$ cat config.mk
export PLATFORM = sky130hd
export DESIGN_NAME = hks_ctrl
export DESIGN_NICKNAME = d
export VERILOG_FILES = /design/src/rtl/hashed_key_set_direct_mapped_defines.svh /design/src/rtl/hks_pkg.sv /design/src/rtl/hks_ctrl.sv
export SDC_FILE = /design/constraint.sdc
export NUM_CORES = 1
export LEC_CHECK = 0
export ABC_AREA = 0
export BUFFER_PORTS_ARGS = -buffer_cell sky130_fd_sc_hd__buf_2
export CAP_MARGIN = 10
export CELL_PAD_IN_SITES_DETAIL_PLACEMENT = 2
export CELL_PAD_IN_SITES_GLOBAL_PLACEMENT = 2
export CORE_MARGIN = 2
export CORE_UTILIZATION = 24
export DETAILED_ROUTE_END_ITERATION = 8
export PLACE_DENSITY_LB_ADDON = 0.12
export SYNTH_ARGS = -nofsm -noshare
export SYNTH_HDL_FRONTEND = slang
export SYNTH_SLANG_ARGS = --single-unit
$ cat constraint.sdc
create_clock -name clk -period 2 [get_ports clk]
set_input_delay 0.3 -clock clk [delete_from_list [all_inputs] [get_ports clk]]
set_output_delay 0.3 -clock clk [all_outputs]
set_load 0.02 [all_outputs]
$ cat src/rtl/hashed_key_set_direct_mapped_defines.svh
// assertion macros for the hashed key set
`ifndef HASHED_KEY_SET_DIRECT_MAPPED_DEFINES_SVH
`define HASHED_KEY_SET_DIRECT_MAPPED_DEFINES_SVH

`ifndef SYNTH
`define HKS_ASSERT_IMP(lbl, ck, rs, a, c) \
  lbl: assert property (@(posedge ck) disable iff (rs) (a) |-> (c)) \
    else $error("hks assertion failed");
`define HKS_ASSERT_NXT(lbl, ck, rs, a, c) \
  lbl: assert property (@(posedge ck) disable iff (rs) (a) |=> (c)) \
    else $error("hks assertion failed");
`else
`define HKS_ASSERT_IMP(lbl, ck, rs, a, c)
`define HKS_ASSERT_NXT(lbl, ck, rs, a, c)
`endif

`endif

$ cat src/rtl/hks_pkg.sv
// shared types and constants for the hashed key set
`default_nettype none
package hks_pkg;

  localparam int TABLE_DEPTH_DEF = 64;
  localparam int KEY_BYTES_DEF   = 16;

  localparam logic [63:0] HASH_START = 64'd5381;
  localparam int          MUL_SHIFT  = 5;
  localparam logic [6:0]  TABLE_SIZE_RST = 7'd64;

  localparam logic [1:0] OP_INSERT = 2'd0;
  localparam logic [1:0] OP_FIND   = 2'd1;
  localparam logic [1:0] OP_REMOVE = 2'd2;
  localparam logic [1:0] OP_VOID   = 2'd3;

  localparam logic [2:0] ST_INSERTED  = 3'd0;
  localparam logic [2:0] ST_COLLISION = 3'd1;
  localparam logic [2:0] ST_FOUND     = 3'd2;
  localparam logic [2:0] ST_NOT_FOUND = 3'd3;
  localparam logic [2:0] ST_REMOVED   = 3'd4;
  localparam logic [2:0] ST_TOO_LONG  = 3'd5;

  typedef enum logic [3:0] {
    S_CLEAR,
    S_BYTE,
    S_DIV,
    S_SEL,
    S_CHK,
    S_CPRD,
    S_CPWR,
    S_CMPRD,
    S_CMPCHK,
    S_OUT
  } state_t;

  typedef struct packed {
    logic       clr_step;
    logic       byte_take;
    logic       div_init;
    logic       div_step;
    logic       meta_rd;
    logic       meta_wr_ins;
    logic       meta_wr_del;
    logic       idx_clr;
    logic       idx_inc;
    logic       copy_rd;
    logic       copy_wr;
    logic       cmp_rd;
    logic       out_load;
    logic       key_done;
    logic [2:0] out_code;
  } cmd_t;

  typedef struct packed {
    logic       clr_last;
    logic       div_last;
    logic       too_long;
    logic       slot_valid;
    logic       len_match;
    logic       byte_eq;
    logic       idx_last;
    logic [1:0] op;
    logic       in_last;
    logic       in_void;
    logic       out_free;
  } stat_t;

endpackage
`default_nettype wire

$ cat src/rtl/hks_ctrl.sv
// controller state machine for the hashed key set
`default_nettype none
module hks_ctrl (
  input  wire logic          clk,
  input  wire logic          rst,
  input  wire logic          cfg_we,
  input  wire logic          in_valid,
  output logic               in_ready,
  input  wire hks_pkg::stat_t stat,
  output hks_pkg::cmd_t      cmd
);

  hks_pkg::state_t state, state_next;
  logic [2:0] code, code_next;

  always_ff @(posedge clk) begin
    if (rst) begin
      state <= hks_pkg::S_CLEAR;
      code  <= hks_pkg::ST_INSERTED;
    end else begin
      state <= state_next;
      code  <= code_next;
    end
  end

  always_comb begin
    state_next = state;
    code_next  = code;
    case (state)
      hks_pkg::S_CLEAR: begin
        if (stat.clr_last) state_next = hks_pkg::S_BYTE;
      end
      hks_pkg::S_BYTE: begin
        if (in_valid && stat.in_last && !stat.in_void) state_next = hks_pkg::S_DIV;
      end
      hks_pkg::S_DIV: begin
        if (stat.div_last) state_next = hks_pkg::S_SEL;
      end
      hks_pkg::S_SEL: begin
        if (stat.too_long) begin
          code_next  = hks_pkg::ST_TOO_LONG;
          state_next = hks_pkg::S_OUT;
        end else begin
          state_next = hks_pkg::S_CHK;
        end
      end
      hks_pkg::S_CHK: begin
        if (stat.op == hks_pkg::OP_INSERT) begin
          if (stat.slot_valid) begin
            code_next  = hks_pkg::ST_COLLISION;
            state_next = hks_pkg::S_OUT;
          end else begin
            state_next = hks_pkg::S_CPRD;
          end
        end else if (!stat.slot_valid || !stat.len_match) begin
          code_next  = hks_pkg::ST_NOT_FOUND;
          state_next = hks_pkg::S_OUT;
        end else begin
          state_next = hks_pkg::S_CMPRD;
        end
      end
      hks_pkg::S_CPRD: state_next = hks_pkg::S_CPWR;
      hks_pkg::S_CPWR: begin
        if (stat.idx_last) begin
          code_next  = hks_pkg::ST_INSERTED;
          state_next = hks_pkg::S_OUT;
        end else begin
          state_next = hks_pkg::S_CPRD;
        end
      end
      hks_pkg::S_CMPRD: state_next = hks_pkg::S_CMPCHK;
      hks_pkg::S_CMPCHK: begin
        if (!stat.byte_eq) begin
          code_next  = hks_pkg::ST_NOT_FOUND;
          state_next = hks_pkg::S_OUT;
        end else if (stat.idx_last) begin
          code_next  = (stat.op == hks_pkg::OP_REMOVE) ? hks_pkg::ST_REMOVED
                                                       : hks_pkg::ST_FOUND;
          state_next = hks_pkg::S_OUT;
        end else begin
          state_next = hks_pkg::S_CMPRD;
        end
      end
      hks_pkg::S_OUT: begin
        if (stat.out_free) state_next = hks_pkg::S_BYTE;
      end
      default: state_next = hks_pkg::S_CLEAR;
    endcase
    // table size write restarts the clearing pass
    if (cfg_we) state_next = hks_pkg::S_CLEAR;
  end

  always_comb begin
    cmd          = '0;
    cmd.out_code = code;
    in_ready     = 1'b0;
    case (state)
      hks_pkg::S_CLEAR: cmd.clr_step = 1'b1;
      hks_pkg::S_BYTE: begin
        in_ready      = 1'b1;
        cmd.byte_take = in_valid;
        cmd.div_init  = in_valid && stat.in_last && !stat.in_void;
      end
      hks_pkg::S_DIV: cmd.div_step = 1'b1;
      hks_pkg::S_SEL: begin
        cmd.meta_rd = 1'b1;
        cmd.idx_clr = 1'b1;
      end
      hks_pkg::S_CHK: begin
        cmd.meta_wr_ins = (stat.op == hks_pkg::OP_INSERT) && !stat.slot_valid;
      end
      hks_pkg::S_CPRD: cmd.copy_rd = 1'b1;
      hks_pkg::S_CPWR: begin
        cmd.copy_wr = 1'b1;
        cmd.idx_inc = !stat.idx_last;
      end
      hks_pkg::S_CMPRD: cmd.cmp_rd = 1'b1;
      hks_pkg::S_CMPCHK: begin
        cmd.idx_inc     = stat.byte_eq && !stat.idx_last;
        cmd.meta_wr_del = stat.byte_eq && stat.idx_last && (stat.op == hks_pkg::OP_REMOVE);
      end
      hks_pkg::S_OUT: begin
        cmd.out_load = stat.out_free;
        cmd.key_done = stat.out_free;
      end
      default: cmd = '0;
    endcase
  end

endmodule
`default_nettype wire

==> impl_metrics.ini <==
[status]
outcome = completed

[power_and_ir_drop]
pwr-share-seq_pct = 41.1
pwr-share-comb_pct = 21.3
power_density_mw_per_mm2 = 386
p_sw_share_pct = 31.3
p_clk_share_pct = 37.6
p_switching_mw = 0.116
p_leak_nw = 0.424
ir_worst_vdd_uv = 237
p_int_mw = 0.254

[sta]
period_minus_slack_ns = 1.87
max_slew.worst_pin.slew_ns = 0.489
finalCritPeriodShare_pct = 93.6
slew_violations = 0
relSlewSlack_pct = 67.3
setup_viol = 0
rsz0062_at_grt = no
finalHoldViolations = 0
fin_skew_ns = 0.00403
setup_tns_ns = 0
max_freq_mhz = 534

[global_routing]
grt_pass1_wl_um = 4420
track_usage_pct = 16.7
grt_overflow_total = 0
antenna_found_initial = 0
grt_pass1_vias = 916
grt_max_degree = 21

[finish]
area_growth_pct = 29.1
seq_area_um2 = 144
fillers = 389
final_common_cell = buf_2
nets = 149
drive_gt1_share_pct = 37.9
antenna_cells = 0
final_cells = 165
multi_input_area_um2 = 542
mostFrequentLayoutCells = 33 x buf_2, 10 x nor2_1, 9 x nand2_1

[drt]
routedWlPerCell_um = 16.3
drt_pre_antenna_iters = 3
drt-initial-drc-count = 8
ant_nets = 0
drc = 0
vias = 850
via_per_inst = 5.15
routed_wl_um = 2700

[setup_path]
required_ns = 1.70
start_kind = flip-flop
reg2reg_from = state[3]
crit_type = reg -> out
crit_path_max_fanout = 18
critPathLaunch = state[3]
cp-end-kind = primary output
critPathArrivalTime_ns = 1.57

[floorplanning]
core-area_mm2 = 0.00300
die-area_mm2 = 0.00356
row_count = 20
die_h_um = 59.7
io_pins = 34
die_x_um = 59.7
start_util_pct = 24.8

[place]
numPortBuffers = 33
dp_hpwl_um = 2150
dp_cells = 161
globalplace.congestion = 0.697

[synthesis]
synth_seq_cells = 7
syn_nets = 117
synth-seq-area-share_pct = 18.9
async_reset_ff_share_pct = 0
yosysWarningCount = 0
synthFlopType = dfxtp_1
syn_avg_cell_area_um2 = 7.36
syn_inst = 101
synth_area_um2 = 743
synth_edf_count = 0
synth.distinct_cells = 39

[worst_hold_path]
hp-class = in -> reg
hold_start = stat[10]

[clocking]
cts_root_buffer = clkbuf_4
cts_tree = built
numCtsBuffers = 3
clk_pin_slew_worst_paths_ns = 0.06
ctsHoldBuffers = 0
ctsHtreeMaxLevel = 1
clockBufferDepth = 2
clock_sinks = 7
clk-insertion-delay-late_ns = 0.26

[run]
cap_viol_max_count = 0
==> synth_stat cells, drive strengths merged, types with 2 or more instances <==
cell type	count	area share, %
inv	3	1.5
o211ai	2	2.0
or3b	2	2.4
nor2	10	5.1
o21ai	5	3.4
a21oi	5	3.4
and2	4	3.4
nor4b	3	6.4
o221ai	2	2.4
buf	7	6.6
a221oi	2	2.4
nand3b	4	4.0
nor4	3	2.5
clkbuf	3	1.5
nor3	4	2.7
nand3	2	1.3
mux2i	4	5.4
dfxtp	7	19
nand2	9	4.5
nand2b	5	4.2
==> critical path, cell delays in order, from the launching register on <==
cell	delay [ns]
dfxtp_1	0.35
buf_4	0.21
nand2b_1	0.24
nor4_2	0.28
buf_2	0.22
==> logic make-up (layout without fill, tap and decap cells) <==
kind of cell           count (synthesis)  in the layout  synth area share (%)
muxes                                  4              4                  5.39
and+or+nand+nor                       54             54                  45.1
AOI/OAI and AO/OA                     23             23                  21.0
buffers and inverters                 13             44                  9.59
DFF                                    7              7                  18.9
==> path summary, 6_finish.rpt <==
kind | cells after the start | slack (ns) | end
worst max register to register | 5 | 0.38 | state[3]
worst max-delay path | 4 | 0.13 | cmd[11]
worst min-delay path | 3 | 0.33 | state[1]
worst min register to register | 2 | 0.47 | code[2]
==> state kept, by name (all words and copies together), names as in the netlist <==
name and flops:
state 4, code 3
==> power by group through the flow <==
stage          sequential, mW  combinational [mW]  clock (mW)
6_report                0.152              0.0790       0.139
5_1_grt                 0.153              0.0881       0.155
4_1_cts                 0.152              0.0794       0.146
3_5_place_dp            0.155              0.0791           0
3_3_place_gp            0.154              0.0780           0
2_1_floorplan           0.147              0.0495           0
==> stage by stage <==
step	hold slack (ns)	setup slack [ns]	util [%]	instance area, µm²	power (mW)
after floorplan	0.433	0.0102	-	743	0.197
final	0.332	0.127	32.0	960	0.370
after global placement	0.469	0.268	30.6	920	0.232
after global routing	0.335	0.0272	32.0	960	0.396
after detailed placement	0.466	0.191	30.6	920	0.234
after CTS	0.326	0.0223	31.6	950	0.378
==> final cells by class <==
cell class              instances  area share (%)
clock buffers                   4            2.74
inverters                       3            1.17
multi-input cells              81            56.5
flip-flops and latches          7            15.0
well taps                      33            4.30
repair buffers                 37            20.3
==> per-layer routing <==
metal  global-route usage, %  part of all wire, %
met3                    4.55                  3.6
met5                       0                    0
met4                    2.86                    0
met2                    28.1                   52
met1                    21.4                   45
==> what timing repair did <==
action                     CTS  global route
setup endpoints to repair    4             2
pin swaps                    0             0
gates resized for setup      3             2
setup buffers                0             0
Note: power is estimated with default switching activity, not from simulation.
